[src/hdl/cmse_pkg.sv]
// Shared types, character codes and helpers for the cursor-motion string expander.
// No dependencies.
package cmse_pkg;

    localparam logic [7:0] CH_PCT   = 8'h25;
    localparam logic [7:0] CH_DEC   = 8'h64;
    localparam logic [7:0] CH_W2    = 8'h32;
    localparam logic [7:0] CH_W3    = 8'h33;
    localparam logic [7:0] CH_BYTE  = 8'h2E;
    localparam logic [7:0] CH_REV   = 8'h72;
    localparam logic [7:0] CH_INC   = 8'h69;
    localparam logic [7:0] CH_SPACE = 8'h20;
    localparam logic [7:0] CH_ZERO  = 8'h30;

    localparam logic [9:0] VALUE_MAX = 10'd999;

    localparam logic [1:0] WIDTH_1 = 2'd1;
    localparam logic [1:0] WIDTH_2 = 2'd2;
    localparam logic [1:0] WIDTH_3 = 2'd3;

    localparam int CMSE_QUEUE_DEPTH = 4;

    typedef struct packed {
        logic       is_dec;
        logic [1:0] width;
        logic [9:0] value;
        logic [7:0] lit;
    } t_cmd;

    function automatic logic [9:0] clamp_value(input logic [9:0] v);
        return (v > VALUE_MAX) ? VALUE_MAX : v;
    endfunction

    function automatic logic [9:0] sat_inc(input logic [9:0] v);
        return (v < VALUE_MAX) ? v + 10'd1 : v;
    endfunction

endpackage

[src/hdl/cmse_if.sv]
// Valid/ready channel interfaces for template characters and output bytes.
// Depends on nothing.
interface cmse_in_if;
    logic       valid;
    logic       ready;
    logic [7:0] template_char;
    logic       first_of_template;
    logic [9:0] target_column;
    logic [9:0] target_row;

    modport source (output valid, template_char, first_of_template, target_column,
                    target_row, input ready);
    modport sink (input valid, template_char, first_of_template, target_column,
                  target_row, output ready);
endinterface

interface cmse_out_if;
    logic       valid;
    logic       ready;
    logic [7:0] out_char;
    logic       last_of_run;

    modport source (output valid, out_char, last_of_run, input ready);
    modport sink (input valid, out_char, last_of_run, output ready);
endinterface

[src/hdl/cmse_front.sv]
// Front end: accepts template characters, tracks escape and row/column state,
// and issues emit commands. Depends on cmse_pkg and cmse_in_if.
module cmse_front (
    input  logic            i_clk,
    input  logic            i_rst_n,
    cmse_in_if.sink         i_in,
    input  logic            i_full,
    output logic            o_push,
    output cmse_pkg::t_cmd  o_cmd
);
    import cmse_pkg::*;

    logic       r_esc, n_esc;
    logic [9:0] r_cur, n_cur;
    logic [9:0] r_oth, n_oth;
    logic [9:0] cur_eff, oth_eff;
    logic       esc_eff;
    logic       accept;
    logic       emit;
    t_cmd       cmd;

    assign i_in.ready = !i_full;
    assign accept     = i_in.valid && i_in.ready;

    always_comb begin
        cur_eff = i_in.first_of_template ? clamp_value(i_in.target_row)    : r_cur;
        oth_eff = i_in.first_of_template ? clamp_value(i_in.target_column) : r_oth;
        esc_eff = i_in.first_of_template ? 1'b0 : r_esc;

        n_esc      = esc_eff;
        n_cur      = cur_eff;
        n_oth      = oth_eff;
        emit       = 1'b0;
        cmd.is_dec = 1'b0;
        cmd.width  = WIDTH_1;
        cmd.value  = cur_eff;
        cmd.lit    = i_in.template_char;

        if (esc_eff) begin
            n_esc = 1'b0;
            unique case (i_in.template_char) inside
                CH_DEC, CH_W2, CH_W3: begin
                    emit       = 1'b1;
                    cmd.is_dec = 1'b1;
                    cmd.width  = (i_in.template_char == CH_W3) ? WIDTH_3 :
                                 (i_in.template_char == CH_W2) ? WIDTH_2 : WIDTH_1;
                    n_cur      = oth_eff;
                    n_oth      = cur_eff;
                end
                CH_BYTE: begin
                    emit    = 1'b1;
                    cmd.lit = cur_eff[7:0];
                    n_cur   = oth_eff;
                    n_oth   = cur_eff;
                end
                CH_REV: begin
                    n_cur = oth_eff;
                    n_oth = cur_eff;
                end
                CH_INC: begin
                    n_cur = sat_inc(cur_eff);
                    n_oth = sat_inc(oth_eff);
                end
                CH_PCT: begin
                    emit    = 1'b1;
                    cmd.lit = CH_PCT;
                end
                default: begin
                    emit = 1'b0;
                end
            endcase
        end else if (i_in.template_char == CH_PCT) begin
            n_esc = 1'b1;
        end else begin
            emit = 1'b1;
        end
    end

    always_ff @(posedge i_clk) begin
        if (!i_rst_n) begin
            r_esc <= 1'b0;
            r_cur <= '0;
            r_oth <= '0;
        end else if (accept) begin
            r_esc <= n_esc;
            r_cur <= n_cur;
            r_oth <= n_oth;
        end
    end

    assign o_push = accept && emit;
    assign o_cmd  = cmd;

endmodule

[src/hdl/cmse_queue.sv]
// Short command queue between front and back ends.
// Depends on cmse_pkg.
module cmse_queue #(
    parameter int DEPTH = cmse_pkg::CMSE_QUEUE_DEPTH
) (
    input  logic            i_clk,
    input  logic            i_rst_n,
    input  logic            i_push,
    input  cmse_pkg::t_cmd  i_data,
    output logic            o_full,
    output logic            o_valid,
    output cmse_pkg::t_cmd  o_head,
    input  logic            i_pop
);
    import cmse_pkg::*;

    localparam int PW = (DEPTH > 1) ? $clog2(DEPTH) : 1;
    localparam int CW = $clog2(DEPTH + 1);
    localparam logic [PW-1:0] LAST = PW'(DEPTH - 1);
    localparam logic [CW-1:0] FULL = CW'(DEPTH);

    t_cmd          r_mem [DEPTH];
    logic [PW-1:0] r_wr, r_rd;
    logic [CW-1:0] r_cnt;
    logic          do_push, do_pop;

    assign o_full  = (r_cnt == FULL);
    assign o_valid = (r_cnt != '0);
    assign o_head  = r_mem[r_rd];
    assign do_push = i_push && !o_full;
    assign do_pop  = i_pop && o_valid;

    always_ff @(posedge i_clk) begin
        if (do_push) begin
            r_mem[r_wr] <= i_data;
        end
    end

    always_ff @(posedge i_clk) begin
        if (!i_rst_n) begin
            r_wr  <= '0;
            r_rd  <= '0;
            r_cnt <= '0;
        end else begin
            if (do_push) begin
                r_wr <= (r_wr == LAST) ? '0 : r_wr + PW'(1);
            end
            if (do_pop) begin
                r_rd <= (r_rd == LAST) ? '0 : r_rd + PW'(1);
            end
            if (do_push && !do_pop) begin
                r_cnt <= r_cnt + CW'(1);
            end else if (do_pop && !do_push) begin
                r_cnt <= r_cnt - CW'(1);
            end
        end
    end

endmodule

[src/hdl/cmse_back.sv]
// Back end: turns emit commands into decimal or literal bytes and sends one
// byte per cycle while o_out.ready is high. Depends on cmse_pkg and cmse_out_if.
module cmse_back (
    input  logic            i_clk,
    input  logic            i_rst_n,
    input  logic            i_valid,
    input  cmse_pkg::t_cmd  i_cmd,
    output logic            o_pop,
    cmse_out_if.source      o_out
);
    import cmse_pkg::*;

    logic       r_valid;
    logic [7:0] r_bytes [3];
    logic [1:0] r_idx;
    logic [1:0] r_last_idx;

    logic [3:0] hund, tens, ones;
    logic [6:0] rem;
    logic [1:0] nd, len;
    logic [7:0] pos2, pos1, pos0;
    logic [7:0] d_bytes [3];
    logic [1:0] d_last;
    logic       at_last, load;

    always_comb begin
        hund = '0;
        for (int k = 1; k < 10; k++) begin
            if (i_cmd.value >= 10'(k * 100)) hund = 4'(k);
        end
        rem  = 7'(i_cmd.value - 10'(hund) * 10'd100);
        tens = '0;
        for (int k = 1; k < 10; k++) begin
            if (rem >= 7'(k * 10)) tens = 4'(k);
        end
        ones = 4'(rem - 7'(tens) * 7'd10);

        nd   = (i_cmd.value >= 10'd100) ? 2'd3 : (i_cmd.value >= 10'd10) ? 2'd2 : 2'd1;
        len  = (i_cmd.width > nd) ? i_cmd.width : nd;
        pos2 = (nd == 2'd3) ? CH_ZERO + 8'(hund) : CH_SPACE;
        pos1 = (nd != 2'd1) ? CH_ZERO + 8'(tens) : CH_SPACE;
        pos0 = CH_ZERO + 8'(ones);

        d_bytes[0] = i_cmd.lit;
        d_bytes[1] = pos0;
        d_bytes[2] = pos0;
        d_last     = 2'd0;
        if (i_cmd.is_dec) begin
            d_last = len - 2'd1;
            case (len)
                2'd3: begin
                    d_bytes[0] = pos2;
                    d_bytes[1] = pos1;
                    d_bytes[2] = pos0;
                end
                2'd2: begin
                    d_bytes[0] = pos1;
                    d_bytes[1] = pos0;
                end
                default: begin
                    d_bytes[0] = pos0;
                end
            endcase
        end
    end

    assign at_last = (r_idx == r_last_idx);
    assign load    = i_valid && (!r_valid || (o_out.ready && at_last));
    assign o_pop   = load;

    always_ff @(posedge i_clk) begin
        if (!i_rst_n) begin
            r_valid <= 1'b0;
            r_idx   <= '0;
        end else if (load) begin
            r_valid <= 1'b1;
            r_idx   <= '0;
        end else if (r_valid && o_out.ready) begin
            if (at_last) begin
                r_valid <= 1'b0;
            end else begin
                r_idx <= r_idx + 2'd1;
            end
        end
    end

    always_ff @(posedge i_clk) begin
        if (load) begin
            r_bytes    <= d_bytes;
            r_last_idx <= d_last;
        end
    end

    always_comb begin
        case (r_idx)
            2'd1:    o_out.out_char = r_bytes[1];
            2'd2:    o_out.out_char = r_bytes[2];
            default: o_out.out_char = r_bytes[0];
        endcase
    end

    assign o_out.valid       = r_valid;
    assign o_out.last_of_run = at_last;

endmodule

[src/hdl/cursor_motion_string_expander.sv]
// Top level of the cursor-motion string expander: front end, command queue, back end.
// Depends on cmse_pkg, cmse_if, cmse_front, cmse_queue and cmse_back.
//
//  port    direction  payload                                               item
//  i_in    sink       template_char, first_of_template, target_column/row   template char
//  o_out   source     out_char, last_of_run                                 output byte
//
// One template character is taken per cycle while the command queue has room.
// Each character yields zero to three bytes; the back end sends one byte per cycle
// while o_out.ready is high.
// From input to first byte, a command is registered in the queue, then in the output register.
// Reset is synchronous and clears escape state, coordinates, queue and output.
// An output stall fills the queue of QUEUE_DEPTH commands, then i_in.ready drops.
module cursor_motion_string_expander #(
    parameter int QUEUE_DEPTH = cmse_pkg::CMSE_QUEUE_DEPTH
) (
    input  logic        i_clk,
    input  logic        i_rst_n,
    cmse_in_if.sink     i_in,
    cmse_out_if.source  o_out
);
    import cmse_pkg::*;

    logic push, full, q_valid, q_pop;
    t_cmd push_cmd, q_head;

    cmse_front u_front (
        .i_clk   (i_clk),
        .i_rst_n (i_rst_n),
        .i_in    (i_in),
        .i_full  (full),
        .o_push  (push),
        .o_cmd   (push_cmd)
    );

    cmse_queue #(.DEPTH(QUEUE_DEPTH)) u_queue (
        .i_clk   (i_clk),
        .i_rst_n (i_rst_n),
        .i_push  (push),
        .i_data  (push_cmd),
        .o_full  (full),
        .o_valid (q_valid),
        .o_head  (q_head),
        .i_pop   (q_pop)
    );

    cmse_back u_back (
        .i_clk   (i_clk),
        .i_rst_n (i_rst_n),
        .i_valid (q_valid),
        .i_cmd   (q_head),
        .o_pop   (q_pop),
        .o_out   (o_out)
    );

    a_reset_clears_out: assert property (@(posedge i_clk) !i_rst_n |=> !o_out.valid)
        else $error("output valid after reset");

    a_head_holds: assert property (@(posedge i_clk) disable iff (!i_rst_n)
        q_valid && !q_pop |=> q_valid && $stable(q_head))
        else $error("queue head changed while back end stalled");

    a_run_unbroken: assert property (@(posedge i_clk) disable iff (!i_rst_n)
        o_out.valid && o_out.ready && !o_out.last_of_run |=> o_out.valid)
        else $error("byte run broken before its last byte");

endmodule
[src/flat_wrapper.sv]
// flat-port wrapper written by rule: the top's interface ports become plain ports
module cursor_motion_string_expander_flat import cmse_pkg::*;
#(
    parameter int QUEUE_DEPTH = cmse_pkg::CMSE_QUEUE_DEPTH
)
  (i_clk, i_rst_n, i_in_valid, i_in_template_char, i_in_first_of_template, i_in_target_column, i_in_target_row, i_in_ready, o_out_valid, o_out_out_char, o_out_last_of_run, o_out_ready);
  cmse_in_if i_in_i ();
  cmse_out_if o_out_i ();
  input  logic i_clk;
  input  logic i_rst_n;
  input wire logic [$bits(i_in_i.valid)-1:0] i_in_valid;
  input wire logic [$bits(i_in_i.template_char)-1:0] i_in_template_char;
  input wire logic [$bits(i_in_i.first_of_template)-1:0] i_in_first_of_template;
  input wire logic [$bits(i_in_i.target_column)-1:0] i_in_target_column;
  input wire logic [$bits(i_in_i.target_row)-1:0] i_in_target_row;
  output wire logic [$bits(i_in_i.ready)-1:0] i_in_ready;
  output wire logic [$bits(o_out_i.valid)-1:0] o_out_valid;
  output wire logic [$bits(o_out_i.out_char)-1:0] o_out_out_char;
  output wire logic [$bits(o_out_i.last_of_run)-1:0] o_out_last_of_run;
  input wire logic [$bits(o_out_i.ready)-1:0] o_out_ready;
  assign i_in_i.valid = i_in_valid;
  assign i_in_i.template_char = i_in_template_char;
  assign i_in_i.first_of_template = i_in_first_of_template;
  assign i_in_i.target_column = i_in_target_column;
  assign i_in_i.target_row = i_in_target_row;
  assign i_in_ready = i_in_i.ready;
  assign o_out_valid = o_out_i.valid;
  assign o_out_out_char = o_out_i.out_char;
  assign o_out_last_of_run = o_out_i.last_of_run;
  assign o_out_i.ready = o_out_ready;
  cursor_motion_string_expander #(.QUEUE_DEPTH(QUEUE_DEPTH)) u_core (.i_clk(i_clk), .i_rst_n(i_rst_n), .i_in(i_in_i), .o_out(o_out_i));
endmodule
[config.mk]
export PLATFORM = sky130hd
export DESIGN_NAME = cursor_motion_string_expander_flat
export DESIGN_NICKNAME = d
export VERILOG_FILES = /design/src/hdl/cmse_pkg.sv /design/src/hdl/cmse_if.sv /design/src/hdl/cmse_front.sv /design/src/hdl/cmse_queue.sv /design/src/hdl/cmse_back.sv /design/src/hdl/cursor_motion_string_expander.sv /design/src/flat_wrapper.sv
export SDC_FILE = /design/constraint.sdc
export NUM_CORES = 1
export LEC_CHECK = 0
export BUFFER_PORTS_ARGS = -buffer_cell sky130_fd_sc_hd__buf_2
export CELL_PAD_IN_SITES_DETAIL_PLACEMENT = 0
export CELL_PAD_IN_SITES_GLOBAL_PLACEMENT = 1
export CORE_MARGIN = 4
export CORE_UTILIZATION = 40
export CTS_CLUSTER_SIZE = 16
export DETAILED_ROUTE_END_ITERATION = 8
export PLACE_DENSITY = 0.76
export SLEW_MARGIN = 10
export SYNTH_ARGS = -nofsm -noshare
export SYNTH_HDL_FRONTEND = slang
export SYNTH_SLANG_ARGS = --single-unit
[constraint.sdc]
create_clock -name i_clk -period 15.7 [get_ports i_clk]
set_clock_uncertainty 0.2 [all_clocks]
set_input_delay 2.355 -clock i_clk [delete_from_list [all_inputs] [get_ports i_clk]]
set_output_delay 2.355 -clock i_clk [all_outputs]
set_load 0.1 [all_outputs]
==> results of run 1 <==
[synthesized netlist by cell type, types with 5 or more instances]
cell type / n / area (um2)
clkbuf_1: 22 / 82.6
a221oi_1: 8 / 70.1
o21ai_0: 45 / 225
o221ai_1: 7 / 61.3
and2_1: 11 / 68.8
mux2i_1: 12 / 120
ha_1: 21 / 263
o22ai_1: 14 / 87.6
nor2_1: 63 / 236
nand3_1: 14 / 70.1
inv_1: 47 / 176
xor2_1: 8 / 70.1
dfxtp_1: 33 / 661
nor4_1: 6 / 37.5
a22oi_1: 5 / 37.5
a31oi_1: 8 / 50.1
a21o_1: 11 / 82.6
nand2_1: 50 / 188
edfxtp_1: 103 / 3090
mux4_2: 19 / 428
a21oi_1: 25 / 125
nor3_1: 29 / 145
xnor2_1: 9 / 78.8
nand4_1: 6 / 37.5
a211oi_1: 9 / 67.6
nor2b_1: 6 / 37.5
[metal layers]
metal  global-route usage, %  part of all wire [%]  up-vias  wire [um]
li1                        -                     -     2710          -
met1                    22.0                    44     2785       7960
met2                    30.2                    49      175       8980
met3                    2.68                   4.1       49        757
met4                    8.50                   3.0        0        555
met5                       0                     0        -          0
[per-stage QoR]
step | util [%] | std cells | setup WS, ns | hold slack (ns)
after floorplan | - | 691 | 9.70 | 0.234
after global placement | 43.5 | 935 | 8.76 | 0.257
after detailed placement | 43.5 | 935 | 8.50 | 0.252
after CTS | 46.8 | 967 | 8.48 | 0.267
after global routing | 46.8 | 967 | 7.95 | 0.290
final | 46.8 | 967 | 8.47 | 0.270
[cells in the final DEF, fill, tap and decap left out, drive strengths merged, types with 4 or more instances in the layout]
master / synthesis / routed
edfxtp: 103 / 103
nor2: 63 / 63
inv: 48 / 55
nand2: 50 / 50
buf: 12 / 49
o21ai: 48 / 48
dfxtp: 33 / 33
nor3: 30 / 30
a21oi: 25 / 25
ha: 21 / 21
mux4: 21 / 21
clkbuf: 22 / 18
o22ai: 14 / 14
nand3: 14 / 14
mux2i: 12 / 12
a21o: 12 / 12
and2: 11 / 11
a211oi: 10 / 10
xnor2: 9 / 9
a31oi: 9 / 9
xor2: 8 / 8
a221oi: 8 / 8
o221ai: 7 / 7
nor2b: 6 / 6
nand4: 6 / 6
nor4: 6 / 6
a22oi: 5 / 5
or3: 4 / 4
nand2b: 4 / 4
a21boi: 4 / 4
o311a: 4 / 4
mux2: 4 / 4
or4: 4 / 4
o311ai: 4 / 4
[registers in the layout, indices dropped and copies added, names as in the netlist, 2 cells and up, named ones only]
signal                    cells
u_core.u_queue.r_mem         84
u_core.u_back.r_bytes        17
u_core.u_front.r_cur         10
u_core.u_front.r_oth         10
u_core.u_queue.r_cnt          3
u_core.u_back.r_idx           2
u_core.u_back.r_last_idx      2
u_core.u_queue.r_rd           2
u_core.u_queue.r_wr           2
[cells by family after synthesis]
family	share of synthesized area, %
fa+ha+maj	4.29
compound gates	17.2
simple gates	13.5
mux	8.58
buf+inv	4.56
xor+xnor	1.98
flops	49.9
[worst max-delay path, delay by kind of cell, from the launching register on]
kind | cells | cell delay (ns)
adders and majority gates | 4 | 1.21
DFF | 1 | 0.31
muxes | 1 | 0.82
AOI/OAI and AO/OA | 10 | 2.20
buffers and inverters | 3 | 0.55
and+or+nand+nor | 4 | 1.08
xor gates and xnor gates | 2 | 0.55
[layout make-up]
type,instances,area [um2],area share (%)
timing repair buffer,49,260,3.05
multi-input combinational,473,3430,40.2
tap,229,287,3.36
clock buffer,18,429,5.03
sequential,136,3750,44.0
clock inverter,14,185,2.17
inverter,48,180,2.11
[how the worst max path moves through the flow]
stage               cells past startpoint                        end
finish                                 24  u_core.u_back.r_bytes[19]
global route                           24  u_core.u_back.r_bytes[19]
CTS                                    24  u_core.u_back.r_bytes[19]
detailed placement                     24  u_core.u_back.r_bytes[19]
global placement                       24  u_core.u_back.r_bytes[19]
floorplan                              25  u_core.u_back.r_bytes[19]
==> reports/metrics.cfg, run 1 <==
[clocking]
ctsResizeCount = 0
clockRootBuffer = clkbuf_16
clock_sinks = 136
hold_buffers = 0
clockBufferDepth = 2
cts-buffers-inserted = 17
clk_pin_slew_ns = 0.06
clk_latency_ns = 0.43
htree_num_levels = 4
cts_tree = yes
cts_setup_buffers = 0

[routing]
ant_nets = 0
post_drt_wl_per_cell_um = 18.9
via_per_inst = 5.91
drc = 0
dr.pass1.iters = 5
drt_iter0_drc = 526
vias = 5719
wl_mm = 18.3

[place]
dpl-instance-area_mm2 = 0.00791
place.gp.congestion = 0.908
port_buffers = 43
hpwl_mm = 13.2

[hold_path]
hold_class = flip-flop to flip-flop
worstHoldPathCells = 2
min_to = u_core.u_front.r_cur[4]
hold_start = u_core.u_front.r_cur[4]

[synth]
yosysSeqAreaShare_pct = 49.9
syn_inst = 691
synth.distinct_cells = 78
yosys_warnings = 0
netlist_area_mm2 = 0.00752
synth.avg_cell_area_um2 = 10.9
ys_async_sr_fraction_pct = 0
synth_edf_count = 103
ys_seq_elements = 136
syn_nets = 748
ys.flop_type = edfxtp_1

[setup_path]
crit_fanout = 21
required_ns = 15.66
critical_path_class = flip-flop to flip-flop
arrival_ns = 7.19
ff2ff_setup_slack_ns = 8.47
worst_r2r_endpoint = u_core.u_back.r_bytes[19]
cp-start-kind = flip-flop
cpPeakStageDelay_ns = 0.82
cpMaxStageDelayCell = mux4_1
cp-end-kind = flip-flop
crit_chain = buf_4 > mux4_1 > o311a_1 > a211oi_1 > o22a_1 > a21o_1 > ha_1 > inv_1 > fa_1 > a21o_1 > a21oi_1 > xnor2_1 > xor2_1 > nor3_1 > nor2_1 > a31oi_1 > o221a_2 > ha_1 > fa_1 > inv_1 > o311ai_0 > or4_1 > nand4_1 > a311oi_1
worstRegToRegCells = 24

[sta]
hold_viol_final = 0
tns_ns = 0
setup_violations = 0
tightest_slew_ns = 1.09
slew_headroom_pct = 27.1
drv_slew = 0
fin_crit_ns = 7.23
finalCritPeriodShare_pct = 46.1
fmax_mhz = 138
grt_setup_unrepaired = no

[grt]
grt_pass1_vias = 5839
grt_pass1_wl_mm = 30.0
grt_max_degree = 29
antenna_found_initial = 0
grt_overflow_total = 0
grt.total_usage_pct = 17.7

[floorplan]
core_area_mm2 = 0.0182
dieArea_mm2 = 0.0211
rows = 49
die_x_um = 145
die-height_um = 145
initial_core_util_pct = 41.3
io_pins = 44

[run]
cap_violations = 0

[finish]
fill_cells = 1673
area_growth_pct = 13.4
final_cell_area_mm2 = 0.00853
diodes = 0
fin_nets = 782
layout-drive-gt1-share_pct = 16.0

[outcome]
outcome = finished, final reports clean

Power of run 1 is not shown: default switching activity piles up to over one toggle a cycle in this logic, so the estimate is an artifact.
==> run 2, diff against run 1 <==
PLACE_DENSITY = 0.79   (was 0.76)
clock period = 6.2 ns   (was 15.7 ns; I/O delays follow)
==> run 2 against run 1 <==
Sequential share of layout area is 2.2 points lower; non-clock buffer count up 39; hold slack lost 0.0061 ns; design area grew 5.3%; final cell count up 4.2%; register-to-register slack got worse by 8.4 ns; via count grew 4.1%; core utilization is 2.5 points higher; wire length is 7.0% higher; count of clock-buffer cells in the layout is 2 higher; die area unchanged; largest cell class unchanged.
==> reports/metrics.cfg, run 2 (synthesized netlist as in run 1, its figures left out) <==
[outcome]
outcome = finished, final reports clean

[finish]
layout-drive-gt1-share_pct = 22.7
fin_nets = 824
final_common_cell = edfxtp_1
layoutNonFillerInstCount = 1008
diodes = 0
area_growth_pct = 19.4
largest_reg_flops = 84
max_flop_register = u_core.u_queue.r_mem
top_regs = u_core.u_queue.r_mem (84), u_core.u_back.r_bytes (17)
fin_util_pct = 49.3
final_cell_mix = edfxtp_1 (103), nor2_1 (62), nand2_1 (50)

[floorplan]
io_pins = 44
initial_core_util_pct = 41.3
rows = 49
die_x_um = 145
dieArea_mm2 = 0.0211
die-height_um = 145
core_area_mm2 = 0.0182

[sta]
drv_slew = 0
tightest_slew_ns = 1.11
fin_crit_ns = 6.11
slew_headroom_pct = 26.2
setup_violations = 0
finalCritPeriodShare_pct = 98.6
hold_viol_final = 0
grt_setup_unrepaired = yes
fmax_mhz = 164

[routing]
drc = 0
ant_nets = 0
drt_iter0_drc = 364
post_drt_wl_per_cell_um = 19.4
vias = 5955
dr.pass1.iters = 5
wl_mm = 19.5
via_per_inst = 5.91

[place]
hpwl_mm = 13.6
port_buffers = 43
place.gp.congestion = 0.919
dp_cells = 957

[clocking]
clk_latency_ns = 0.42
htree_num_levels = 4
cts_tree = yes
clock_sinks = 136
clk_pin_slew_ns = 0.06
cts-buffers-inserted = 17
hold_buffers = 0
clockBufferDepth = 2
clockRootBuffer = clkbuf_16

[grt]
grt_use_met3_pct = 3.77
gr-usage-met1_pct = 21.4
grt_max_degree = 29
busiest_layer = met2
grtUsageMet2_pct = 31.5
grt_pass1_wl_mm = 30.2
grt.total_usage_pct = 17.7
grt_pass1_vias = 5799
grt_overflow_total = 0
antenna_found_initial = 0

[setup_path]
path_delay_family = compound AO/OA/AOI/OAI gates
cpMaxStageDelayCell = mux4_2
cpPeakStageDelay_ns = 0.55
crit_chain = mux4_2 > buf_8 > o311a_4 > o21ai_2 > o22a_1 > a21o_1 > ha_2 > inv_2 > fa_2 > a21o_1 > a21oi_2 > xnor2_1 > xor2_1 > o21bai_4 > a31oi_2 > a2bb2oi_2 > o221a_2 > ha_4 > fa_2 > inv_2 > o311ai_2 > or4_1 > nand4_1 > a311oi_2
cp-start-kind = flip-flop
required_ns = 6.15
critical_path_class = flip-flop to flip-flop
arrival_ns = 6.06
crit_fanout = 7
critPathBufInv = 3
cp-end-kind = flip-flop

[run]
cap_violations = 0

[hold_path]
hold_class = flip-flop to flip-flop

run 2: changes by cell type in the layout (fill, tap and decap cells not counted), sizes merged:
cell      previous run  this run
inv                 55        49
buf                 49        88
clkinv               2         5
clkinvlp             2         3
mux4                21        24
bufinv               3         2
clkbuf              18        20
run 2: path summary, 6_finish.rpt:
| path | startpoint | slack, ns | end | cells past startpoint |
|---|---|---|---|---|
| setup / recovery | flip-flop | 0.09 | u_core.u_back.r_bytes[19] | 24 |
| hold / removal | u_core.u_front.r_cur[4] | 0.26 | u_core.u_front.r_cur[4] | 2 |
| setup reg to reg | flip-flop | 0.09 | u_core.u_back.r_bytes[19] | 24 |
| hold reg to reg | u_core.u_front.r_cur[4] | 0.26 | u_core.u_front.r_cur[4] | 2 |
run 2: stage by stage:
step           TNS (ns)  hold slack (ns)  setup WS (ns)  instance area (um2)
6_report              0            0.264         0.0883                 8980
5_1_grt          -0.367            0.280         -0.171                 8980
4_1_cts               0            0.263        0.00176                 8660
3_5_place_dp     -0.543            0.247         -0.236                 8080
3_3_place_gp          0            0.252         0.0467                 8080
2_1_floorplan         0            0.234          0.202                 7520
run 2: layer usage:
metal | share of wire [%] | up-vias
met5 | 0 | -
met4 | 2.3 | 0
met3 | 5.5 | 41
met1 | 42 | 2889
met2 | 51 | 233
li1 | - | 2792
run 2: layout make-up:
| class | count | area, um2 |
|---|---|---|
| tap | 229 | 287 |
| clock buffer | 20 | 437 |
| inverter | 48 | 180 |
| clock inverter | 11 | 126 |
| timing repair buffer | 88 | 568 |
| fill | 1599 | 9230 |
| sequential | 136 | 3760 |
| multi-input combinational | 476 | 3620 |
run 2: timing repair:
action | in CTS | in global routing
resized for setup | 5 | 29
pin swaps | 1 | 16
buffers inserted | 1 | 16
setup endpoints to repair | 3 | 3
cloned | 0 | 3
run 2: worst reg2reg max path, cell delays in order (launching register included):
cell       delay, ns
dfxtp_4         0.41
mux4_2          0.55
buf_8           0.15
o311a_4         0.36
o21ai_2         0.08
o22a_1          0.19
a21o_1          0.19
ha_2            0.19
inv_2           0.05
fa_2            0.38
a21o_1          0.17
a21oi_2         0.13
xnor2_1         0.14
xor2_1          0.32
o21bai_4        0.20
a31oi_2         0.11
a2bb2oi_2       0.15
o221a_2         0.32
ha_4            0.16
fa_2            0.38
inv_2           0.09
o311ai_2        0.12
or4_1           0.48
nand4_1         0.20
a311oi_2        0.13
Power of run 2 is left out for the same reason.
